<file path="config.mk">
export PLATFORM = sky130hd
export DESIGN_NAME = amr_payload_deframer
export DESIGN_NICKNAME = d
export VERILOG_FILES = /design/src/sv/amrdf_pkg.sv /design/src/sv/amr_payload_deframer.sv
export VERILOG_INCLUDE_DIRS = /design/src /design/src/sv
export SDC_FILE = /design/constraint.sdc
export NUM_CORES = 1
export LEC_CHECK = 0
export BUFFER_PORTS_ARGS = -buffer_cell sky130_fd_sc_hd__buf_2
export CORE_MARGIN = 2
export CORE_UTILIZATION = 55
export DETAILED_ROUTE_END_ITERATION = 16
export GPL_ROUTABILITY_DRIVEN = 1
export HOLD_SLACK_MARGIN = 0.08
export PLACE_DENSITY = 0.82
export SKIP_LAST_GASP = 1
export SLEW_MARGIN = 20
export SYNTH_ARGS = -nofsm -noshare
export SYNTH_HDL_FRONTEND = slang
export SYNTH_SLANG_ARGS = --single-unit
export TNS_END_PERCENT = 1
</file>
<file path="constraint.sdc">
create_clock -name clk -period 4.6 [get_ports clk]
set_input_delay 0.23 -clock clk [delete_from_list [all_inputs] [get_ports clk]]
set_output_delay 0.23 -clock clk [all_outputs]
set_load 0.005 [all_outputs]
</file>
<file path="src/sv/amr_payload_deframer_assert.svh">
// assertion macros for the amr payload deframer
`ifndef AMR_PAYLOAD_DEFRAMER_ASSERT_SVH
`define AMR_PAYLOAD_DEFRAMER_ASSERT_SVH

// same-cycle implication, checked on every rising edge outside reset
`define AMRDF_ASSERT_NOW(lbl, ante, cons, msg) \
  lbl: assert property (@(posedge clk) disable iff (rst) (ante) |-> (cons)) \
    else $error(msg);

// next-cycle implication
`define AMRDF_ASSERT_NEXT(lbl, ante, cons, msg) \
  lbl: assert property (@(posedge clk) disable iff (rst) (ante) |=> (cons)) \
    else $error(msg);

`endif

</file>
<file path="src/sv/amrdf_pkg.sv">
package amrdf_pkg;

  typedef enum logic [1:0] {
    PH_CMR,
    PH_TOC,
    PH_DATA,
    PH_SKIP
  } phase_t;

  typedef enum logic [1:0] {
    KIND_MODE_REQ = 2'd0,
    KIND_TOC      = 2'd1,
    KIND_SPEECH   = 2'd2,
    KIND_IGNORED  = 2'd3
  } kind_t;

  typedef enum logic [1:0] {
    ST_OK        = 2'd0,
    ST_OVERFLOW  = 2'd1,
    ST_TRUNCATED = 2'd2
  } status_t;

  localparam logic [3:0] FT_MAX_SPEECH = 4'd7;

  // speech bits per frame for frame types 0..7
  localparam logic [7:0] FRAME_BITS [8] = '{
    8'd95, 8'd103, 8'd118, 8'd134, 8'd148, 8'd159, 8'd204, 8'd244
  };

  typedef struct packed {
    logic [5:0] index;
    logic [3:0] ftype;
    logic       q;
  } entry_t;

  typedef struct packed {
    kind_t      kind;
    logic [3:0] mode_request;
    logic [5:0] frame_index;
    logic [3:0] frame_type;
    logic       quality;
    logic [7:0] data_byte;
    logic       frame_end;
    logic       packet_end;
    status_t    status;
  } result_t;

  // frame size in bytes, bits rounded up
  function automatic logic [4:0] frame_bytes(input logic [2:0] ft);
    logic [8:0] sum;
    sum = {1'b0, FRAME_BITS[ft]} + 9'd7;
    return sum[7:3];
  endfunction

endpackage

</file>
<file path="src/sv/amr_payload_deframer.sv">
// channel | handshake            | payload
// --------+----------------------+---------------------------------------------
// input   | in_valid / in_stall  | payload_byte, last_byte
// output  | out_valid / out_stall| kind, mode_request, frame_index, frame_type,
//         |                      | quality, data_byte, frame_end, packet_end,
//         |                      | status
// one byte per cycle while in_stall is low; each byte gives one registered result
// the table store read is registered and addressed by the next serve pointer,
// with write forwarding, so every byte is parsed in a single pass
// rst clears the parser state and both output slots; the table store is not
// cleared, only entries written in the current packet are read
// a skid slot behind the output register keeps input open while one result
// waits; in_stall rises only when both slots hold a result
`include "amr_payload_deframer_assert.svh"

module amr_payload_deframer #(
  parameter int MAX_FRAMES = 64
) (
  input  logic       clk,
  input  logic       rst,
  input  logic       in_valid,
  output logic       in_stall,
  input  logic [7:0] payload_byte,
  input  logic       last_byte,
  output logic       out_valid,
  input  logic       out_stall,
  output logic [1:0] kind,
  output logic [3:0] mode_request,
  output logic [5:0] frame_index,
  output logic [3:0] frame_type,
  output logic       quality,
  output logic [7:0] data_byte,
  output logic       frame_end,
  output logic       packet_end,
  output logic [1:0] status
);

  localparam int CW = $clog2(MAX_FRAMES + 1);
  localparam int AW = (MAX_FRAMES > 1) ? $clog2(MAX_FRAMES) : 1;
  localparam logic [CW-1:0] MAX_CNT = CW'(MAX_FRAMES);

  amrdf_pkg::phase_t phase, phase_next;
  logic [CW-1:0] entry_count, entry_count_next;
  logic [CW-1:0] data_count, data_count_next;
  logic [CW-1:0] serve_ptr, serve_ptr_next;
  logic [4:0]    byte_in_frame, byte_in_frame_next;

  amrdf_pkg::entry_t entry_mem [MAX_FRAMES];
  amrdf_pkg::entry_t rd_entry;
  amrdf_pkg::entry_t wr_entry;
  logic              wr_en;
  logic [AW-1:0]     wr_addr;
  logic [AW-1:0]     rd_addr;

  amrdf_pkg::result_t res, out_reg, skid_reg;
  logic               skid_valid;
  logic               accept;

  logic [CW+5:0] count_wide;
  logic [3:0]    toc_ft;
  logic [4:0]    bif_inc;
  logic [4:0]    cur_size;
  logic [CW-1:0] serve_inc;

  assign accept     = in_valid && !skid_valid;
  assign in_stall   = skid_valid;
  assign count_wide = {6'd0, entry_count};
  assign toc_ft     = payload_byte[6:3];
  assign bif_inc    = byte_in_frame + 5'd1;
  assign cur_size   = amrdf_pkg::frame_bytes(rd_entry.ftype[2:0]);
  assign serve_inc  = serve_ptr + CW'(1);

  // next state of the parser
  always_comb begin
    phase_next         = phase;
    entry_count_next   = entry_count;
    data_count_next    = data_count;
    serve_ptr_next     = serve_ptr;
    byte_in_frame_next = byte_in_frame;
    wr_en              = 1'b0;
    wr_addr            = data_count[AW-1:0];
    wr_entry.index     = count_wide[5:0];
    wr_entry.ftype     = toc_ft;
    wr_entry.q         = payload_byte[2];
    if (accept) begin
      unique case (phase)
        amrdf_pkg::PH_CMR: phase_next = amrdf_pkg::PH_TOC;
        amrdf_pkg::PH_TOC: begin
          if (entry_count < MAX_CNT) begin
            if (toc_ft <= amrdf_pkg::FT_MAX_SPEECH && data_count < MAX_CNT) begin
              wr_en           = 1'b1;
              data_count_next = data_count + CW'(1);
            end
            entry_count_next = entry_count + CW'(1);
          end
          if (!payload_byte[7]) begin
            serve_ptr_next     = '0;
            byte_in_frame_next = '0;
            phase_next = (data_count_next == '0) ? amrdf_pkg::PH_SKIP
                                                 : amrdf_pkg::PH_DATA;
          end
        end
        amrdf_pkg::PH_DATA: begin
          byte_in_frame_next = bif_inc;
          if (bif_inc >= cur_size) begin
            byte_in_frame_next = '0;
            serve_ptr_next     = serve_inc;
            if (serve_inc >= data_count) phase_next = amrdf_pkg::PH_SKIP;
          end
        end
        amrdf_pkg::PH_SKIP: phase_next = amrdf_pkg::PH_SKIP;
        default: phase_next = amrdf_pkg::PH_CMR;
      endcase
      if (last_byte) begin
        phase_next         = amrdf_pkg::PH_CMR;
        entry_count_next   = '0;
        data_count_next    = '0;
        serve_ptr_next     = '0;
        byte_in_frame_next = '0;
      end
    end
  end

  // result of the byte being taken
  always_comb begin
    logic done;
    done             = 1'b0;
    res.kind         = amrdf_pkg::KIND_IGNORED;
    res.mode_request = '0;
    res.frame_index  = '0;
    res.frame_type   = '0;
    res.quality      = 1'b0;
    res.data_byte    = '0;
    res.frame_end    = 1'b0;
    res.packet_end   = last_byte;
    res.status       = amrdf_pkg::ST_OK;
    unique case (phase)
      amrdf_pkg::PH_CMR: begin
        res.kind         = amrdf_pkg::KIND_MODE_REQ;
        res.mode_request = payload_byte[7:4];
      end
      amrdf_pkg::PH_TOC: begin
        res.kind        = amrdf_pkg::KIND_TOC;
        res.frame_index = count_wide[5:0];
        res.frame_type  = toc_ft;
        res.quality     = payload_byte[2];
        if (entry_count >= MAX_CNT) res.status = amrdf_pkg::ST_OVERFLOW;
        done = !payload_byte[7] && (data_count_next == '0);
      end
      amrdf_pkg::PH_DATA: begin
        res.kind        = amrdf_pkg::KIND_SPEECH;
        res.frame_index = rd_entry.index;
        res.frame_type  = rd_entry.ftype;
        res.quality     = rd_entry.q;
        res.data_byte   = payload_byte;
        if (bif_inc >= cur_size) begin
          res.frame_end = 1'b1;
          done          = (serve_inc >= data_count);
        end
      end
      amrdf_pkg::PH_SKIP: done = 1'b1;
      default: done = 1'b1;
    endcase
    if (last_byte && !done) res.status = amrdf_pkg::ST_TRUNCATED;
  end

  always_ff @(posedge clk) begin
    if (rst) begin
      phase         <= amrdf_pkg::PH_CMR;
      entry_count   <= '0;
      data_count    <= '0;
      serve_ptr     <= '0;
      byte_in_frame <= '0;
    end else begin
      phase         <= phase_next;
      entry_count   <= entry_count_next;
      data_count    <= data_count_next;
      serve_ptr     <= serve_ptr_next;
      byte_in_frame <= byte_in_frame_next;
    end
  end

  // table store, read ahead at the next serve pointer with write forwarding
  assign rd_addr = serve_ptr_next[AW-1:0];

  always_ff @(posedge clk) begin
    if (wr_en) entry_mem[wr_addr] <= wr_entry;
    if (wr_en && wr_addr == rd_addr) rd_entry <= wr_entry;
    else rd_entry <= entry_mem[rd_addr];
  end

  // output register with skid slot
  always_ff @(posedge clk) begin
    if (rst) begin
      out_valid  <= 1'b0;
      skid_valid <= 1'b0;
    end else if (!out_valid || !out_stall) begin
      if (skid_valid) begin
        out_valid  <= 1'b1;
        skid_valid <= 1'b0;
      end else begin
        out_valid <= accept;
      end
    end else if (accept) begin
      skid_valid <= 1'b1;
    end
  end

  always_ff @(posedge clk) begin
    if (!out_valid || !out_stall) begin
      if (skid_valid) out_reg <= skid_reg;
      else if (accept) out_reg <= res;
    end else if (accept) begin
      skid_reg <= res;
    end
  end

  assign kind         = out_reg.kind;
  assign mode_request = out_reg.mode_request;
  assign frame_index  = out_reg.frame_index;
  assign frame_type   = out_reg.frame_type;
  assign quality      = out_reg.quality;
  assign data_byte    = out_reg.data_byte;
  assign frame_end    = out_reg.frame_end;
  assign packet_end   = out_reg.packet_end;
  assign status       = out_reg.status;

  `AMRDF_ASSERT_NOW(a_skid_behind_out, skid_valid, out_valid,
    "skid slot holds a result while the output register is empty")
  `AMRDF_ASSERT_NOW(a_serve_in_table, phase == amrdf_pkg::PH_DATA,
    serve_ptr < data_count, "serve pointer beyond the stored entries")
  `AMRDF_ASSERT_NOW(a_byte_in_frame, phase == amrdf_pkg::PH_DATA,
    byte_in_frame < cur_size, "byte position beyond the frame size")
  `AMRDF_ASSERT_NEXT(a_last_restarts, accept && last_byte,
    phase == amrdf_pkg::PH_CMR && entry_count == '0,
    "parser did not restart after the final byte")

endmodule
</file>
* Word level (Yosys, flattened, before mapping)
Memories as Yosys holds them, arrays and structs flattened. A register that Yosys moved wholly into a read port is not among the register bits. Index checks and enable logic that the tools add are counted.
Word-level totals: register bits 88, memory bits (writable) 704, memory bits (read-only) 64, input bits 13, output and inout bits 31, logic and storage cells 118, memories kept 2
Cells by class: add/subtract/negate cells 5, $lt $le $gt $ge 7, eq/ne operators 6, multiplexer cells 46, bitwise logic cells 2, reduce and logical (&&, ||, !) cells 24
Memory list:
- entry_mem | depth 64, width 11, rd ports 1, clocked after Yosys merged registers in 1, wr ports 1, line amr_payload_deframer.sv:48 | amrdf_pkg::entry_t entry_mem [MAX_FRAMES];
- (name not given) | depth 8, width 8, rd ports 1, clocked after Yosys merged registers in 0, wr ports 0, line amrdf_pkg.sv:51 | sum = {1'b0, FRAME_BITS[ft]} + 9'd7;
Operator list (count):
- $mux W7 | 13
- $mux W29 | 2
- $pmux W11 S2 | 1
- $add A7 B1 Y7 const B | 3
- $mux W8 | 2
- $mux W5 | 3
- $logic_not A7 Y1 | 2
- $lt A7 B7 Y1 const B | 2
- $pmux W7 S2 | 1
- $mux W1 | 12
- $mux W2 | 5
- $pmux W5 S2 | 1
- $mux W9 | 1
- $ne A3 B3 Y1 const B | 3
- $add A8 B3 Y8 const B | 1
- $pmux W2 S4 | 1
- $reduce_and A4 Y1 | 2
- $ge A7 B7 Y1 | 1
- $ge A7 B7 Y1 const B | 1
- $mux W6 | 1
- $pmux W2 S3 | 1
- $reduce_and A3 Y1 | 2
- $reduce_bool A2 Y1 | 3
- $add A5 B1 Y5 const B | 1
- 16 further kinds | 25

* Logic depth before layout (Yosys ltp)
depth after elaboration 17, mapped depth 23

* Worst setup path after synthesis
No wires, ideal clock.
path type register to register, start register (tool-made name), end register out_reg, in the netlist status[0] (data pin), setup time 0.255 ns, data arrival time 4.638 ns, required time 4.345 ns, path slack -0.292 ns, stages on the path, launching flop included 23, path through dfxtp_1 buf_2 buf_4 buf_4 clkbuf_1 mux4_2 a22oi_1 a21oi_1 nor3_1 a21oi_1 inv_1 ha_1 mux2_1 ha_1 inv_1 ha_1 a21o_1 a21o_1 a211oi_1 nor2_1 a221oi_1 o21ai_1 and2_1
RTL lines:
- end signal, assigned | line amr_payload_deframer.sv:211 | if (skid_valid) out_reg <= skid_reg;
- end signal, assigned | line amr_payload_deframer.sv:212 | else if (accept) out_reg <= res;
- end, declared | line amr_payload_deframer.sv:55 | amrdf_pkg::result_t res, out_reg, skid_reg;

==> results.md <==
* Outcome: finished, violations left
* Failing checks: negative setup slack
* Area grow syn2layout at 14.78%
* Cell variety after synth at 64
* Sequential element share of the synthesized area at 74.04%
* Fin crit period at 4621 ps
* Clk slew on worst S/H paths at 60 ps
* Via-per-instance ratio at 6.533
* Final routed DRC violation total at 0
* Die height at 244.8 µm
* Yosys warns at 0
* Endpoint of the worst setup timing path: serve_ptr[5]
* Worst reg2reg path endpoint: serve_ptr[5]
* Detailed router's first-iteration violation count at 2,447
* Launching element type of the critical path: register
* Mean Syn Cell Area at 20.19 µm²
* Number of antenna violations at the first check in global routing at 0
* Final total power at 14.40 mW
* Minimum setup slack among reg-to-reg paths at -20 ps
* Post-detailed-route wirelength per cell at 30.17 µm
* First-pass DRT Iterations at 6
* Worst-Margin Slew at 1194 ps
* HPWL after DPL at 45.94 mm
* Site Rows at 88
* Largest driver fanout on the critical path at 10
* Number of hold-slack violations in the final timing report at 0
* Residual overflow from global routing at 0
* Count of fill cells added during filler insertion at 3,689
* Most common flop cell mapped by yosys: sky130_fd_sc_hd__edfxtp_1
* Pwr per Cell Area at 393.6 nW/µm²
* Gate Count Post-Synth at 1,579
* Clk_skew at 25.23 ps
* Number of maximum-capacitance violations at 0
* Pre-CTS worst setup slack at -144.4 ps
* Maximum number of pins on one net before global-route repair at 68
* Total via count in the routed design at 16,980
* R2R depth at 18
* Core area at 57,480 µm²
* Data required, critical path at 5160 ps
* Vias in the first global route at 16,870
* Final hold slack at 143.0 ps
* Aggregate negative setup slack at -25.32 ps
* Total area of sequential cells at 23,620 µm²
* Antenna Cells at 0
* I/O pin count at 44
* Die area at 59,910 µm²
* Final worst path period share at 100.5%
* RSZ-0062 raised after global routing: true
* Fraction of final layout cells sized beyond drive strength 1 at 32.22%
* Placer's final routability congestion estimate at 0.9492
* Critical path class: register to register
* Worst vdd ir at 0.2955 mV
* Number of synthesized flops with an enable pin at 762
* Number of nets with antenna violations after detailed routing at 0
* Number of instances in the placed design at 2,423
* TritonCTS Buffers at 78
* Category of the worst setup path capture point: register
* Multi-input gate area at 7959 µm²
* Remaining max-slew budget at the tightest pin at 20.08%
* GRT Resource Usage Total at 26.08%
* Final routed wirelength across all metal layers at 78.42 mm
* Count of nets after finishing at 1,812
* Total cell area at the placement stage at 33,630 µm²
* Hold depth at 1
* Number of max-slew violations in the final report at 0
* CTS Sinks at 798
* Share of the core filled with cells at 63.67%
* Horizontal die dimension at 244.8 µm
* Final Instance Count excl. Fillers at 2,599
* Highest Clock Rate at 216.4 MHz
* Total of flip-flops plus latches after synthesis at 798
* Post-synthesis instance area at 31,880 µm²
* Clock Tree Root: sky130_fd_sc_hd__clkbuf_16
* Clock tree from TritonCTS: built
* Wire length of the first global-routing pass at 113.3 mm
* Post-route setup slack at -21.29 ps
* Number of levels in the clock H-tree at 3
* Worst min path class: input port to register
* Maximum count of clock buffers along a single path at 3
* Starting density of the core at 55.47%
* Data arrival time of the critical path at 5180 ps
* Finished Cell Area at 36,590 µm²
* Number of flip-flops in the largest register at 704
* IO Port Bufs at 43
* Leakage power of the design at 11.71 nW
* Later-pin clock latency in the skew report at 620 ps
* Proportion of synthesized flip-flops having asynchronous set or reset at 0%
* Number of setup violations in the final report at 2
* Syn_nets at 1,617
## logic make-up after synthesis
logic type | after synthesis | synth area share [%]
flip-flops | 798 | 74.04
XOR/XNOR | 19 | 0.5220
AND/OR/NAND/NOR | 284 | 4.306
adder cells (fa/ha/maj) | 25 | 0.9812
multiplexers | 256 | 16.42
AO/OA/AOI/OAI | 97 | 2.119
buffers and inverters | 100 | 1.613
## worst max-delay path: stages (launching register included)
cell	delay (ps)
sky130_fd_sc_hd__dfxtp_4	420
sky130_fd_sc_hd__buf_12	160
sky130_fd_sc_hd__buf_4	130
sky130_fd_sc_hd__mux4_2	570
sky130_fd_sc_hd__a2111oi_4	470
sky130_fd_sc_hd__nor3_4	110
sky130_fd_sc_hd__a211o_1	340
sky130_fd_sc_hd__buf_6	160
sky130_fd_sc_hd__mux2i_4	200
sky130_fd_sc_hd__ha_4	270
sky130_fd_sc_hd__inv_2	40
sky130_fd_sc_hd__ha_4	190
sky130_fd_sc_hd__a21o_1	170
sky130_fd_sc_hd__a21o_1	190
sky130_fd_sc_hd__a21o_1	170
sky130_fd_sc_hd__a211o_4	360
sky130_fd_sc_hd__a31oi_4	260
sky130_fd_sc_hd__a22o_1	210
sky130_fd_sc_hd__and2_1	130
## synthesized netlist by cell type, types with 19 or more instances
library cell,instances,area [µm²]
sky130_fd_sc_hd__a21oi_1,20,100.1
sky130_fd_sc_hd__a22oi_1,24,180.2
sky130_fd_sc_hd__and2_1,21,131.4
sky130_fd_sc_hd__clkbuf_1,52,195.2
sky130_fd_sc_hd__dfxtp_1,36,720.7
sky130_fd_sc_hd__edfxtp_1,762,22880
sky130_fd_sc_hd__ha_1,25,312.8
sky130_fd_sc_hd__mux2_2,25,281.5
sky130_fd_sc_hd__mux2i_1,19,190.2
sky130_fd_sc_hd__mux4_2,211,4752
sky130_fd_sc_hd__nand2_1,52,195.2
sky130_fd_sc_hd__nand3_1,29,145.1
sky130_fd_sc_hd__nor2_1,105,394.1
## cell type report
| cell class | count | share of cell area [%] |
|---|---|---|
| sequential | 798 | 64.55 |
| tap | 765 | 2.616 |
| timing repair buffer | 197 | 4.148 |
| clock inverter | 42 | 1.039 |
| clock buffer | 98 | 5.714 |
| multi-input combinational | 681 | 21.75 |
| inverter | 18 | 0.1846 |
## worst min path at each step
stage	from	endpoint	slack, ps
floorplan	rst	phase[1]	300
global placement	serve_ptr[6]	serve_ptr[6]	450
detailed placement	serve_ptr[6]	serve_ptr[6]	460
CTS	payload_byte[2]	entry_mem[17][0]	100
global route	payload_byte[2]	entry_mem[17][0]	130
finish	payload_byte[2]	entry_mem[19][0]	140
## power by group
| part | leakage (nW) | internal, mW | switching (mW) |
|---|---|---|---|
| Sequential | 7.32 | 7.92 | 0.0129 |
| Combinational | 3.19 | 0.0678 | 0.145 |
| Clock | 1.20 | 3.53 | 2.73 |
## per-layer routing
metal  wire length (µm)  global-route usage (%)  vias up
met5                  0                       0        -
li1                   -                       -     6859
met2              37750                   41.39     1167
met3               8097                   4.680      197
met4               3624                   11.48        0
met1              28950                   35.98     8756
## cells in the final DEF (no fill, tap or decap), types with 4 or more instances in the layout
| master | instances |
|---|---|
| sky130_fd_sc_hd__a21oi_1 | 17 |
| sky130_fd_sc_hd__inv_1 | 15 |
| sky130_fd_sc_hd__edfxtp_1 | 762 |
| sky130_fd_sc_hd__nor2b_1 | 16 |
| sky130_fd_sc_hd__or3_1 | 7 |
| sky130_fd_sc_hd__clkbuf_1 | 17 |
| sky130_fd_sc_hd__nand4_1 | 5 |
| sky130_fd_sc_hd__nor2_1 | 97 |
| sky130_fd_sc_hd__nand3_1 | 29 |
| sky130_fd_sc_hd__mux4_2 | 211 |
| sky130_fd_sc_hd__mux2_2 | 26 |
| sky130_fd_sc_hd__dfxtp_2 | 8 |
| sky130_fd_sc_hd__a22oi_1 | 21 |
| sky130_fd_sc_hd__or2_2 | 8 |
| sky130_fd_sc_hd__nand2_1 | 52 |
| sky130_fd_sc_hd__buf_4 | 134 |
| sky130_fd_sc_hd__and2_1 | 21 |
| sky130_fd_sc_hd__dlygate4sd3_1 | 9 |
| sky130_fd_sc_hd__ha_1 | 23 |
| sky130_fd_sc_hd__nor2_2 | 7 |
| sky130_fd_sc_hd__a22o_1 | 4 |
| sky130_fd_sc_hd__clkinv_1 | 13 |
| sky130_fd_sc_hd__nor3_1 | 8 |
| sky130_fd_sc_hd__clkinv_2 | 11 |
| sky130_fd_sc_hd__o21ai_1 | 4 |
| sky130_fd_sc_hd__nand2b_1 | 6 |
| sky130_fd_sc_hd__o21ai_0 | 8 |
| sky130_fd_sc_hd__xnor2_1 | 10 |
| sky130_fd_sc_hd__bufinv_16 | 5 |
| sky130_fd_sc_hd__buf_12 | 7 |
| sky130_fd_sc_hd__mux2i_1 | 17 |
| sky130_fd_sc_hd__clkinvlp_4 | 5 |
| sky130_fd_sc_hd__a21o_1 | 8 |
| sky130_fd_sc_hd__dfxtp_1 | 26 |
| sky130_fd_sc_hd__clkbuf_16 | 82 |
| sky130_fd_sc_hd__xor2_1 | 9 |
| sky130_fd_sc_hd__buf_2 | 43 |
## repair_timing
action,in CTS,in global routing
gates cloned,0,1
setup endpoints to repair,21,24
hold buffers,9,0
hold endpoints to repair,32,0
pin swaps,2,15
setup buffers,2,24
resized for setup,7,29
Power figures use the tool's default switching activity.
